==> src/sv/ise_pkg.sv <==
package ise_pkg;

  localparam int CAPACITY = 16;
  localparam int IDX_W    = (CAPACITY > 1) ? $clog2(CAPACITY) : 1;
  localparam int SLOT_W   = 4;
  localparam int VAL_W    = 32;

  localparam logic [1:0] OP_SEARCH = 2'd0;
  localparam logic [1:0] OP_INSERT = 2'd1;
  localparam logic [1:0] OP_DELETE = 2'd2;
  localparam logic [1:0] OP_CLEAR  = 2'd3;

  localparam logic [1:0] ST_DONE    = 2'd0;
  localparam logic [1:0] ST_PRESENT = 2'd1;
  localparam logic [1:0] ST_FULL    = 2'd2;
  localparam logic [1:0] ST_MISSING = 2'd3;

  typedef logic [IDX_W-1:0] idx_t;

  typedef struct packed {
    logic [1:0]              opcode;
    logic signed [VAL_W-1:0] value;
  } req_t;

  typedef struct packed {
    logic              ok;
    logic [1:0]        status;
    logic [SLOT_W-1:0] slot;
  } rsp_t;

  typedef struct packed {
    logic             we;
    idx_t             waddr;
    logic [VAL_W-1:0] wdata;
    idx_t             raddr;
  } mem_req_t;

endpackage

==> src/sv/ise_mem.sv <==
module ise_mem
  import ise_pkg::*;
(
  input  logic             clk,
  input  mem_req_t         req,
  output logic [VAL_W-1:0] rd_data
);

  logic [VAL_W-1:0] mem [CAPACITY];
  logic [VAL_W-1:0] rd_data_r;

  always_ff @(posedge clk) begin
    if (req.we) begin
      mem[req.waddr] <= req.wdata;
    end
    rd_data_r <= mem[req.raddr];
  end

  assign rd_data = rd_data_r;

endmodule

==> src/sv/ise_ctrl.sv <==
module ise_ctrl
  import ise_pkg::*;
(
  input  logic             clk,
  input  logic             rst_n,
  input  logic             start,
  input  req_t             in_req,
  output logic             busy,
  output logic             out_valid,
  output rsp_t             out_rsp,
  output mem_req_t         mem_req,
  input  logic [VAL_W-1:0] rd_data
);

  localparam logic [1:0] S_IDLE = 2'd0;
  localparam logic [1:0] S_SCAN = 2'd1;
  localparam logic [1:0] S_LAST = 2'd2;

  logic [1:0]          state_r, state_nxt;
  logic [1:0]          op_r, op_nxt;
  logic [VAL_W-1:0]    val_r, val_nxt;
  idx_t                cnt_r, cnt_nxt;
  logic                cmp_v_r, cmp_v_nxt;
  idx_t                cmp_idx_r, cmp_idx_nxt;
  logic                hit_r, hit_nxt;
  idx_t                hit_idx_r, hit_idx_nxt;
  logic                free_r, free_nxt;
  idx_t                free_idx_r, free_idx_nxt;
  logic [CAPACITY-1:0] valid_r, valid_nxt;
  logic                out_valid_r, out_valid_nxt;
  rsp_t                out_rsp_r, out_rsp_nxt;
  logic                match;

  assign match = cmp_v_r && !hit_r && valid_r[cmp_idx_r] && (rd_data == val_r);

  always_comb begin
    state_nxt     = state_r;
    op_nxt        = op_r;
    val_nxt       = val_r;
    cnt_nxt       = cnt_r;
    cmp_v_nxt     = 1'b0;
    cmp_idx_nxt   = cnt_r;
    hit_nxt       = hit_r;
    hit_idx_nxt   = hit_idx_r;
    free_nxt      = free_r;
    free_idx_nxt  = free_idx_r;
    valid_nxt     = valid_r;
    out_valid_nxt = 1'b0;
    out_rsp_nxt   = out_rsp_r;
    mem_req.we    = 1'b0;
    mem_req.waddr = free_idx_r;
    mem_req.wdata = val_r;
    mem_req.raddr = cnt_r;

    if (match) begin
      hit_nxt     = 1'b1;
      hit_idx_nxt = cmp_idx_r;
    end

    case (state_r)
      S_IDLE: begin
        if (start) begin
          op_nxt    = in_req.opcode;
          val_nxt   = in_req.value;
          cnt_nxt   = '0;
          hit_nxt   = 1'b0;
          free_nxt  = 1'b0;
          state_nxt = S_SCAN;
        end
      end
      S_SCAN: begin
        cmp_v_nxt = 1'b1;
        if (!free_r && !valid_r[cnt_r]) begin
          free_nxt     = 1'b1;
          free_idx_nxt = cnt_r;
        end
        if (cnt_r == IDX_W'(CAPACITY - 1)) begin
          state_nxt = S_LAST;
        end else begin
          cnt_nxt = cnt_r + IDX_W'(1);
        end
      end
      S_LAST: begin
        state_nxt     = S_IDLE;
        out_valid_nxt = 1'b1;
        out_rsp_nxt   = '{ok: 1'b0, status: ST_MISSING, slot: '0};
        case (op_r)
          OP_SEARCH: begin
            if (hit_nxt) begin
              out_rsp_nxt = '{ok: 1'b1, status: ST_DONE, slot: SLOT_W'(hit_idx_nxt)};
            end
          end
          OP_INSERT: begin
            if (hit_nxt) begin
              out_rsp_nxt = '{ok: 1'b0, status: ST_PRESENT, slot: SLOT_W'(hit_idx_nxt)};
            end else if (free_r) begin
              mem_req.we             = 1'b1;
              valid_nxt[free_idx_r]  = 1'b1;
              out_rsp_nxt = '{ok: 1'b1, status: ST_DONE, slot: SLOT_W'(free_idx_r)};
            end else begin
              out_rsp_nxt = '{ok: 1'b0, status: ST_FULL, slot: '0};
            end
          end
          OP_DELETE: begin
            if (hit_nxt) begin
              valid_nxt[hit_idx_nxt] = 1'b0;
              out_rsp_nxt = '{ok: 1'b1, status: ST_DONE, slot: SLOT_W'(hit_idx_nxt)};
            end
          end
          default: begin
            valid_nxt   = '0;
            out_rsp_nxt = '{ok: 1'b1, status: ST_DONE, slot: '0};
          end
        endcase
      end
      default: begin
        state_nxt = S_IDLE;
      end
    endcase
  end

  always_ff @(posedge clk) begin
    if (!rst_n) begin
      state_r     <= S_IDLE;
      cmp_v_r     <= 1'b0;
      hit_r       <= 1'b0;
      free_r      <= 1'b0;
      valid_r     <= '0;
      out_valid_r <= 1'b0;
    end else begin
      state_r     <= state_nxt;
      cmp_v_r     <= cmp_v_nxt;
      hit_r       <= hit_nxt;
      free_r      <= free_nxt;
      valid_r     <= valid_nxt;
      out_valid_r <= out_valid_nxt;
    end
    op_r       <= op_nxt;
    val_r      <= val_nxt;
    cnt_r      <= cnt_nxt;
    cmp_idx_r  <= cmp_idx_nxt;
    hit_idx_r  <= hit_idx_nxt;
    free_idx_r <= free_idx_nxt;
    out_rsp_r  <= out_rsp_nxt;
  end

  assign busy      = (state_r != S_IDLE);
  assign out_valid = out_valid_r;
  assign out_rsp   = out_rsp_r;

endmodule

==> src/sv/integer_set_engine_core.sv <==
// Set of distinct 32-bit values in CAPACITY slots. Each item (search, insert,
// delete or clear) scans the value memory one slot per cycle. The out_valid
// pulse is registered as the controller leaves its final state S_LAST, after the
// scan state S_SCAN. A new item may start in the cycle that pulse appears, but the
// core takes no new item while it is still busy with the last one. The
// slot-by-slot scan through the value memory sets how often items can follow.
// busy is high from the cycle after start until the result is shown. The result
// stands for exactly one cycle and cannot be held off; capture it then.
module integer_set_engine_core
  import ise_pkg::*;
(
  input  logic clk,
  input  logic rst_n,
  input  logic start,
  input  req_t in_req,
  output logic busy,
  output logic out_valid,
  output rsp_t out_rsp
);

  mem_req_t         mem_req;
  logic [VAL_W-1:0] rd_data;

  ise_ctrl u_ctrl (
    .clk       (clk),
    .rst_n     (rst_n),
    .start     (start),
    .in_req    (in_req),
    .busy      (busy),
    .out_valid (out_valid),
    .out_rsp   (out_rsp),
    .mem_req   (mem_req),
    .rd_data   (rd_data)
  );

  ise_mem u_mem (
    .clk     (clk),
    .req     (mem_req),
    .rd_data (rd_data)
  );

endmodule

==> config.mk <==
export PLATFORM = sky130hd
export DESIGN_NAME = integer_set_engine_core
export DESIGN_NICKNAME = d
export VERILOG_FILES = /design/src/sv/ise_pkg.sv /design/src/sv/ise_mem.sv /design/src/sv/ise_ctrl.sv /design/src/sv/integer_set_engine_core.sv
export SDC_FILE = /design/constraint.sdc
export NUM_CORES = 1
export LEC_CHECK = 0
export BUFFER_PORTS_ARGS = -buffer_cell sky130_fd_sc_hd__buf_2
export CAP_MARGIN = 25
export CORE_UTILIZATION = 50
export DETAILED_ROUTE_END_ITERATION = 10
export PLACE_DENSITY_LB_ADDON = 0.1
export SYNTH_ARGS = -nofsm -noshare
export SYNTH_HDL_FRONTEND = slang
export SYNTH_SLANG_ARGS = --single-unit
export TNS_END_PERCENT = 50
==> constraint.sdc <==
create_clock -name clk -period 9.9 [get_ports clk]
set_input_delay 0.99 -clock clk [delete_from_list [all_inputs] [get_ports clk]]
set_output_delay 0.99 -clock clk [all_outputs]
set_load 0.01 [all_outputs]
# After elaboration in Yosys (flattened, before gate mapping)
# Memories as Yosys holds them, arrays and structs flattened. A register that Yosys moved wholly into a read port is not among the register bits.
# Index checks and enable logic that the tools add are counted.
dict set report totals {
  register_bits 79
  ram_bits 512
  inputBits 37
  out_inout_bits 9
  mem_count 1
}
# memory words width read_ports rd_clocked_by_memory_dff write_ports line_no
set mem_list {}
lappend mem_list {u_mem.mem 16 32 1 1 1 ise_mem.sv:9} ;# logic [VAL_W-1:0] mem [CAPACITY];
dict set report classes {
  n_addsub 1
  order_cmp 6
  eq_ne 13
  mux 37
  bitwise_logic 4
  reduce_logical 20
}
# operator n
set ops {}
lappend ops {{$mux W16} 3}
lappend ops {{$pmux W16 S3} 1}
lappend ops {{$eq A32 B32 Y1} 1}
lappend ops {{$mux W7} 3}
lappend ops {{$lt A4 B5 Y1 const B} 4}
lappend ops {{$mux W1} 17}
lappend ops {{$and A16 B16 Y16} 1}
lappend ops {{$not A16 Y16} 1}
lappend ops {{$or A16 B16 Y16} 1}
lappend ops {{$pmux W7 S2} 1}
lappend ops {{$mux W4} 3}
lappend ops {{$bmux W1 S4} 2}
lappend ops {{$demux W1 S4} 2}
lappend ops {{$ge A4 B1 Y1 const B} 2}
lappend ops {{$ne A2 B1 Y1 const B} 4}
lappend ops {{$pmux W4 S2} 1}
lappend ops {{$logic_and A1 B1 Y1} 6}
lappend ops {{$ne A2 B2 Y1 const B} 3}
lappend ops {{$reduce_and A2 Y1} 3}
lappend ops {{$reduce_and A3 Y1} 2}
lappend ops {{$reduce_and A5 Y1} 1}
lappend ops {{$add A4 B1 Y4 const B} 1}
lappend ops {{$eq A2 B1 Y1 const B} 2}
lappend ops {{$eq A2 B2 Y1 const B} 2}
lappend ops {{9 further kinds} 14}

# Depth between registers and ports, before layout
# Gate-level depths: netlist of the first run.
dict set report depth {
  depth_word 13
  ltp_mapped 11
}

# Cells and area by module
# From an unflattened synthesis of the first run, not the netlist that was laid out.
dict set report hier_totals {
  cells_unflattened 1187
  area_unflattened_um2 24029.3
}
# module n_inst cells_each area_each_um2 seq_area_each_um2
set modules_own_cells {}
lappend modules_own_cells {ise_mem 1 838 19835.3 16015.4}
lappend modules_own_cells {ise_ctrl 1 349 4194.0 2072.0}

# Worst setup path before layout of the first run
# No wires, ideal clock.
dict set report synth_path {
  path_type {reg2reg}
  startpoint {register u_ctrl.cmp_idx_r[1]}
  endpoint {memory u_mem.mem[3][0] (enable)}
  setup_time_ps 461
  arrival_time_ps 4327
  required_time_ps 9439
  path_slack_ps 5112
  stages_incl_launch_ff 10
  synth_period_minus_slack_ps 4788
  path_cell_list {dfxtp_1 > buf_6 > mux4_1 > mux2_2 > a22oi_1 > or4_1 > buf_4 > nand4_1 > or3_4 > nor3_1}
}
dict set report synth_via {
  elab_chain_cells 10
}
# element line_no
set synth_rtl {}
lappend synth_rtl {{from (decl)} ise_ctrl.sv:24} ;# idx_t cmp_idx_r, cmp_idx_nxt;
lappend synth_rtl {{from (signal assigned)} ise_ctrl.sv:141} ;# cmp_idx_r <= cmp_idx_nxt;
lappend synth_rtl {{$bmux W1 S4} ise_ctrl.sv:34} ;# assign match = cmp_v_r && !hit_r && valid_r[cmp_idx_r] && (rd_data == val_r);
lappend synth_rtl {{$mux W1 (not written as such)} ise_ctrl.sv:34}
lappend synth_rtl {{$logic_and A1 B1 Y1 (2 in series)} ise_ctrl.sv:34}
lappend synth_rtl {{$mux W1} ise_ctrl.sv:55} ;# if (match) begin
lappend synth_rtl {{$mux W1} ise_ctrl.sv:94} ;# if (hit_nxt) begin
lappend synth_rtl {{$mux W1} ise_ctrl.sv:87} ;# case (op_r)
lappend synth_rtl {{$mux W1} ise_ctrl.sv:60} ;# case (state_r)
lappend synth_rtl {{$mux W1} ise_mem.sv:13} ;# if (req.we) begin
lappend synth_rtl {{$mux W1 (not written as such)} ise_mem.sv:14} ;# mem[req.waddr] <= req.wdata;
lappend synth_rtl {{to (decl)} ise_mem.sv:9}
# Every way passes these cells. The select of a mux whose other input is x is not followed.

# Worst setup path after layout of the first run
dict set report layout_path {
  startpoint {register u_ctrl.cmp_idx_r[1]}
  endpoint {memory u_mem.mem[6][15] (enable)}
}
# The elaborated chain is that of the path after synthesis.

==> results of run 1 <==
-- logic make-up (layout without fill, tap and decap cells) --
group,Yosys count,after routing
buffers and inverters,68,196
AOI/OAI and AO/OA,78,78
adders and majority gates,5,5
xor gates and xnor gates,34,34
DFF,623,623
muxes,175,175
and+or+nand+nor,135,135
-- flip-flops by register name, indices dropped and copies added (netlist names), 2 cells and up --
name and count:
u_mem.mem 512, u_ctrl.cmp_idx_nxt 4, u_ctrl.free_idx_r 4, u_ctrl.op_r 2, u_ctrl.val_r 32, u_mem.rd_data 32
u_ctrl.cmp_idx_r 4, u_ctrl.valid_r 16, u_ctrl.hit_idx_r 4, u_ctrl.state_r 2, u_ctrl.out_rsp 7
-- layout make-up --
class                   count  area [um2]  area share (%)
flip-flops and latches    623       18090           67.38
multi-input cells         427        5542           20.64
clock buffers              96        1770           6.595
well taps                 607       759.5           2.829
repair buffers             69       442.9           1.650
clock inverters            20       202.7          0.7550
inverters                  11       41.29          0.1538
-- final timing paths --
kind	startpoint	endpoint	slack, ns
setup / recovery	u_ctrl.cmp_idx_r[1]	u_mem.mem[6][15]	5.55
hold / removal	u_ctrl.state_r[1]	u_ctrl.state_r[0]	0.50
setup reg to reg	u_ctrl.cmp_idx_r[1]	u_mem.mem[6][15]	5.55
hold reg to reg	u_ctrl.state_r[1]	u_ctrl.state_r[0]	0.50
-- critical path, stage by stage (launching register included) --
cell and delay [ns]:
sky130_fd_sc_hd__dfxtp_1 0.49, sky130_fd_sc_hd__mux4_1 0.58, sky130_fd_sc_hd__mux2_2 0.27, sky130_fd_sc_hd__a22oi_1 0.26, sky130_fd_sc_hd__or4_1 0.17, sky130_fd_sc_hd__buf_4 0.36, sky130_fd_sc_hd__and4_1 0.42, sky130_fd_sc_hd__nand3_1 0.33
sky130_fd_sc_hd__nor2_4 0.61, sky130_fd_sc_hd__buf_4 0.48
-- metrics by stage --
stage	hold WS (ns)	util, %
2_1_floorplan	0.3635	-
3_3_place_gp	0.4833	53.16
3_5_place_dp	0.4943	53.20
4_1_cts	0.4995	57.42
5_1_grt	0.5187	57.42
6_report	0.5015	57.42
-- layer usage --
metal	vias up	global-route usage, %	wire length [um]
li1	4773	-	-
met1	5791	30.28	21540
met2	282	32.55	23110
met3	69	3.340	2359
met4	0	6.207	1021
met5	-	0	0
-- synthesized netlist by cell type (all sizes together) (3+ instances only) --
master  number
ha           5
dfxtp       62
nor3        10
nor2b        8
xor2        32
edfxtp     561
buf         33
a21oi       28
nor2        39
a32oi        4
or2          3
nand3       10
mux4       168
inv         11
and4         3
nand2       35
mux2         5
clkbuf      24
nor4         7
nand2b      10
o21ai       18
a31oi        7
o211ai      16
nand4        4
-- power by group through the flow --
stage	logic, mW	clock network (mW)	registers (mW)
5_1_grt	0.360	2.42	2.98
2_1_floorplan	0.258	0	3.00
3_3_place_gp	0.338	0	3.02
6_report	0.331	2.27	2.97
4_1_cts	0.340	2.32	2.97
3_5_place_dp	0.340	0	3.02
==> run summary, run 1 <==
======================================================================================
Total placed instance area ..............................................    24870 um2
Initial drt markers .....................................................          936
Cell count after synthesis ..............................................         1118
Flip-flop and latch count after synthesis ...............................          623
Fillcell total ..........................................................         3489
Synthesized-area fraction occupied by adder cells .......................      0.2625%
Cell at the root of the clock tree ...................................... sky130_fd_sc_hd__clkbuf_16
Share of power burned in registers ......................................        53.3%
Initial standard-cell utilization of the core ...........................       50.97%
Number of H-tree levels .................................................            2
Vertical extent of the die ..............................................     220.3 um
Setup TNS ...............................................................         0 ns
Die outline width .......................................................     220.3 um
Mean number of vias per cell ............................................        5.890
Commonest cells after routing, fill and taps aside ...................... 561 x sky130_fd_sc_hd__edfxtp_1, 165 x sky130_fd_sc_hd__mux4_2, 63 x sky130_fd_sc_hd__clkbuf_16
Number of rows in the core area .........................................           79
Crit path arrival time ..................................................      4.62 ns
Final nets ..............................................................         1235
Fraction of synthesized cell area taken by the top area cell type .......       70.69%
Unrepaired setup endpoints after global routing .........................        false
Post-route standard cell area excluding fillers .........................    26850 um2
Switch Pwr ..............................................................     1.164 mW
Clk network pwr share ...................................................        40.8%
CTS clock-pin slew for the worst setup and hold paths ...................      0.06 ns
Proportion of power drawn by combinational gates ........................         6.0%
Number of instances resized during post-cts repair ......................            0
Via count ...............................................................        10920
Vias in the first global route ..........................................        11200
Global-route wire length before repair ..................................     72620 um
Mean routed wirelength per cell .........................................     25.92 um
Slew Limit Headroom .....................................................       35.05%
Antenna diode count .....................................................            0
Period minus WS final ...................................................     4.349 ns
Critical Path End Type ..................................................     register
Average instance area after synthesis ...................................    21.32 um2
Worst setup slack before clock tree synthesis ...........................     5.509 ns
Most instantiated flip-flop cell in the synthesis netlist ............... sky130_fd_sc_hd__edfxtp_1
Share of flip-flops with an asynchronous set or reset ...................           0%
Combinational family with the most area after synthesis ................. multiplexers
Clock tree from TritonCTS ...............................................          yes
Compound-Gate Fraction of Synth Area ....................................       2.247%
Pins Over Slew Limit ....................................................            0
Classification of the worst setup path ..................................      reg2reg
Post-synth cell types ...................................................           44
Total global-route track usage ..........................................       20.75%
Top cell type by total area after synthesis ............................. sky130_fd_sc_hd__edfxtp_1
Aggregate routed wire length ............................................     48030 um
XOR/XNOR share of the synthesized area ..................................       1.250%
Clock sink total ........................................................          623
Ratio of cells with drive above 1 in the final layout ...................       28.57%
Number of failing setup endpoints in the final timing report ............            0
DIE AREA ................................................................    48540 um2
Worst Tran Pin Value ....................................................    0.9654 ns
Clock Skews .............................................................   0.02028 ns
Status .................................................................. complete, but fails checks
Hold violation total from the final report ..............................            0
Final non-filler cell total .............................................         1853
R2r worst-path depth ....................................................            9
Clock Latency Late Sink .................................................      0.62 ns
Ratio of total power to cell area ....................................... 207.4 nW/um2
Portion of the post-synthesis area used by sequential elements ..........       75.90%
Internal ................................................................     4.405 mW
Number of port buffers ..................................................           45
FMAX ....................................................................    229.9 MHz
Synthesized area ........................................................    23830 um2
Required time reported for the critical path endpoint ...................     10.17 ns
Static leakage ..........................................................     8.517 nW
Simple-Gate Fraction of Synth Area ......................................       2.725%
Yosys warning total .....................................................            0
Synth-to-Final Area Change ..............................................       12.65%
Worst hold stages .......................................................            1
Largest net degree at the start of global routing .......................          137
Pre-antenna DRT Iters ...................................................            8
Core outline area .......................................................    46750 um2
Max Cap Viol ............................................................            0
Final global-route overflow total .......................................            0
Number of antenna violations at the first check in global routing .......            0
Num CTS Buffers .........................................................           61
Main area contributors after synthesis .................................. sky130_fd_sc_hd__edfxtp_1 71%, sky130_fd_sc_hd__mux4_2 16%, sky130_fd_sc_hd__dfxtp_1 5.2%, sky130_fd_sc_hd__xor2_1 1.2%, sky130_fd_sc_hd__nor2_1 0.61%
Worst vdd rail ir drop ..................................................    0.1463 mV
Post-CTS Hold Buffers ...................................................            0
Residual DRC count ......................................................            1
Post-DP HPWL ............................................................     25880 um
EDFF count, synth .......................................................          561
Number of cells in the design after placement ...........................         1737
Share of total power consumed by net switching ..........................       20.90%
Multiplexer area fraction after synthesis ...............................       16.31%
Failing checks ..........................................................          DRC
PnR Total Power .........................................................     5.569 mW
Weighted congestion reported at the end of routability-driven placement .       0.8299
Classification of the worst-slack hold path .............................      reg2reg
Most common library cell in the layout ignoring fill and taps ........... sky130_fd_sc_hd__edfxtp_1
Final worst setup slack .................................................     5.551 ns
Crit start category .....................................................     register
Maximum fanout count along the critical path ............................           42
Nets in the synthesized netlist .........................................         1160
Share of the clock period used by the worst path after layout ...........       43.93%
Post CTS Setup Buffer Count .............................................            0
Antenna viol nets, final ................................................            0
Ports placed on the boundary ............................................           46
Longest Clk Path Bufs ...................................................            3
======================================================================================
Power figures use the tool's default switching activity.
==> run 2: changes to the inputs <==
Clock period 9.9 ns to 4.1 ns, I/O delays scaled along.
==> run 2 against run 1 <==
Effect of this change:
- the run still ends with DRC left
- critical endpoint is now u_mem.mem[7][31]
- sequential power is 140% higher
- clock power is 150% higher
- setup slack worse by 5.3 ns
- sequential share of layout area is 2.4 points lower
- largest cell class unchanged
- first-iteration DRC count is 4.7% lower
- non-clock buffer count is 74 higher
- die area stayed put
==> run summary, run 2 (synthesis results as in run 1) <==
======================================================================================
Initial standard-cell utilization of the core ...........................       50.97%   unchanged
Number of H-tree levels .................................................            3   +1
Ratio of total power to cell area ....................................... 489.5 nW/um2   +140%
Number of flip-flops under the largest register name ....................          512   unchanged
Vias in the first global route ..........................................        11600   +3.6%
Initial drt markers .....................................................          892   -4.7%
Clock sink total ........................................................          623   unchanged
Required time reported for the critical path endpoint ...................      4.39 ns   -5.78 ns
Pins Over Slew Limit ....................................................            0   unchanged
DIE AREA ................................................................    48540 um2   unchanged
Crit path arrival time ..................................................      4.13 ns   -0.49 ns
Static leakage ..........................................................     8.971 nW   +5.3%
Vertical extent of the die ..............................................     220.3 um   unchanged
Ports placed on the boundary ............................................           46   unchanged
Max Cap Viol ............................................................            0   unchanged
Unrepaired setup endpoints after global routing .........................        false
Clock tree from TritonCTS ...............................................          yes
Cell at the root of the clock tree ...................................... sky130_fd_sc_hd__clkbuf_16
Clock Latency Late Sink .................................................      0.59 ns   -0.03 ns
Most flop-heavy register ................................................    u_mem.mem
Antenna diode count .....................................................            0   unchanged
Number of rows in the core area .........................................           79   unchanged
Most common library cell in the layout ignoring fill and taps ........... sky130_fd_sc_hd__edfxtp_1
Maximum fanout count along the critical path ............................           22   -48%
Critical Path End Type ..................................................     register
Number of port buffers ..................................................           45   unchanged
Final nets ..............................................................         1314   +6.4%
Number of failing setup endpoints in the final timing report ............            0   unchanged
Number of cells in the design after placement ...........................         1779   +2.4%
Mean number of vias per cell ............................................        5.888   about the same
Core outline area .......................................................    46750 um2   unchanged
Hold violation total from the final report ..............................            0   unchanged
Share of the core filled with cells in the final layout .................       59.51%   +2.1 points
Classification of the worst-slack hold path .............................       in2reg
Ratio of cells with drive above 1 in the final layout ...................       30.64%   +2.1 points
Die outline width .......................................................     220.3 um   unchanged
Num CTS Buffers .........................................................           66   +8.2%
CTS clock-pin slew for the worst setup and hold paths ...................      0.06 ns   about the same
Longest Clk Path Bufs ...................................................            3   unchanged
Mean routed wirelength per cell .........................................     26.34 um   +1.6%
Total global-route track usage ..........................................       21.94%   +1.2 points
Slew Limit Headroom .....................................................       33.89%   -1.2 points
Final global-route overflow total .......................................            0   unchanged
Commonest cells after routing, fill and taps aside ...................... 561 x sky130_fd_sc_hd__edfxtp_1, 165 x sky130_fd_sc_hd__mux4_2, 69 x sky130_fd_sc_hd__clkbuf_16
Weighted congestion reported at the end of routability-driven placement .       0.8529   +2.8%
Classification of the worst setup path ..................................      reg2reg
Worst Tran Pin Value ....................................................    0.9917 ns   +0.02627 ns
Post-DP HPWL ............................................................     30240 um   +17%
Synth-to-Final Area Change ..............................................       16.76%
Pre-antenna DRT Iters ...................................................            8   unchanged
Post CTS Setup Buffer Count .............................................            0   unchanged
Worst vdd rail ir drop ..................................................    0.3161 mV   +120%
Via count ...............................................................        11360   +4.1%
Failing checks ..........................................................          DRC
Final non-filler cell total .............................................         1929   +4.1%
Setup TNS ...............................................................         0 ns   unchanged
Aggregate routed wire length ............................................     50810 um   +5.8%
Antenna viol nets, final ................................................            0   unchanged
Clock Skews .............................................................   0.01972 ns   -0.0005597 ns
Largest net degree at the start of global routing .......................           97   -29%
Number of antenna violations at the first check in global routing .......            0   unchanged
Residual DRC count ......................................................            1   unchanged
Status .................................................................. complete, but fails checks
FMAX ....................................................................    260.4 MHz   +13%
Share of the clock period used by the worst path after layout ...........       93.68%   +50 points
Period minus WS final ...................................................     3.841 ns   -0.5082 ns
Crit start category .....................................................     register
Global-route wire length before repair ..................................     75980 um   +4.6%
======================================================================================
## run 2: cell count changes in the layout (fill, tap and decap cells not counted), sizes merged
cell and change:
clkbuf -8, clkinv +12, buf +43, inv +1
dlygate4sd3 +31, clkinvlp -1, bufinv -2
## run 2: power breakdown
| part | switching [mW] | internal, mW |
|---|---|---|
| Sequential | 0.110 | 7.02 |
| Combinational | 0.466 | 0.447 |
| Clock | 2.36 | 3.21 |
## run 2: repair_timing
item                                    4_1_cts  5_1_grt
hold buffers                                 31        0
endpoints found under the setup margin      155        0
gates resized for setup                       1        0
hold endpoints to repair                     31        0
## run 2: layout make-up
class / instances / area, um2
multi-input cells: 427 / 5560
inverters: 11 / 41.29
flip-flops and latches: 623 / 18090
clock inverters: 30 / 198.9
fillers: 3350 / 18930
clock buffers: 88 / 1798
well taps: 607 / 759.5
repair buffers: 143 / 1379
## run 2: worst paths after layout
path,from,end,slack (ns),cells after the start
min,in_req[30],u_ctrl.val_r[30],0.03,1
max,u_ctrl.cmp_idx_r[1],u_mem.mem[7][31],0.26,8
min reg2reg,u_ctrl.state_r[1],u_ctrl.state_r[0],0.50,1
max reg2reg,u_ctrl.cmp_idx_r[1],u_mem.mem[7][31],0.26,8
## run 2: worst max-delay path: stages, from the launching register on
cell and delay [ns]:
sky130_fd_sc_hd__dfxtp_1 0.50, sky130_fd_sc_hd__mux4_1 0.59, sky130_fd_sc_hd__mux2_2 0.27, sky130_fd_sc_hd__a22oi_1 0.35, sky130_fd_sc_hd__or4_1 0.22, sky130_fd_sc_hd__nand4_1 0.13, sky130_fd_sc_hd__or3_4 0.47, sky130_fd_sc_hd__nor2_4 0.77
sky130_fd_sc_hd__buf_12 0.23
## run 2: per-layer routing
metal	GRT usage, %	vias up	part of all wire (%)
met5	0	-	0
met3	3.684	74	4.0
li1	-	4932	-
met4	6.046	0	2.0
met2	34.64	271	49
met1	31.88	6081	45
## run 2: stage by stage
step / instance area (um2) / power, mW / hold WS [ns] / setup WS (ns)
2_1_floorplan: 23840 / 7.857 / 0.3635 / -0.6548
3_3_place_gp: 25440 / 8.167 / 0.4797 / 0.06995
3_5_place_dp: 25480 / 8.173 / 0.4905 / -0.05172
4_1_cts: 27800 / 13.77 / 0.003426 / 0.2243
5_1_grt: 27820 / 14.05 / 0.004251 / 0.08977
6_report: 27820 / 13.62 / 0.03278 / 0.2591
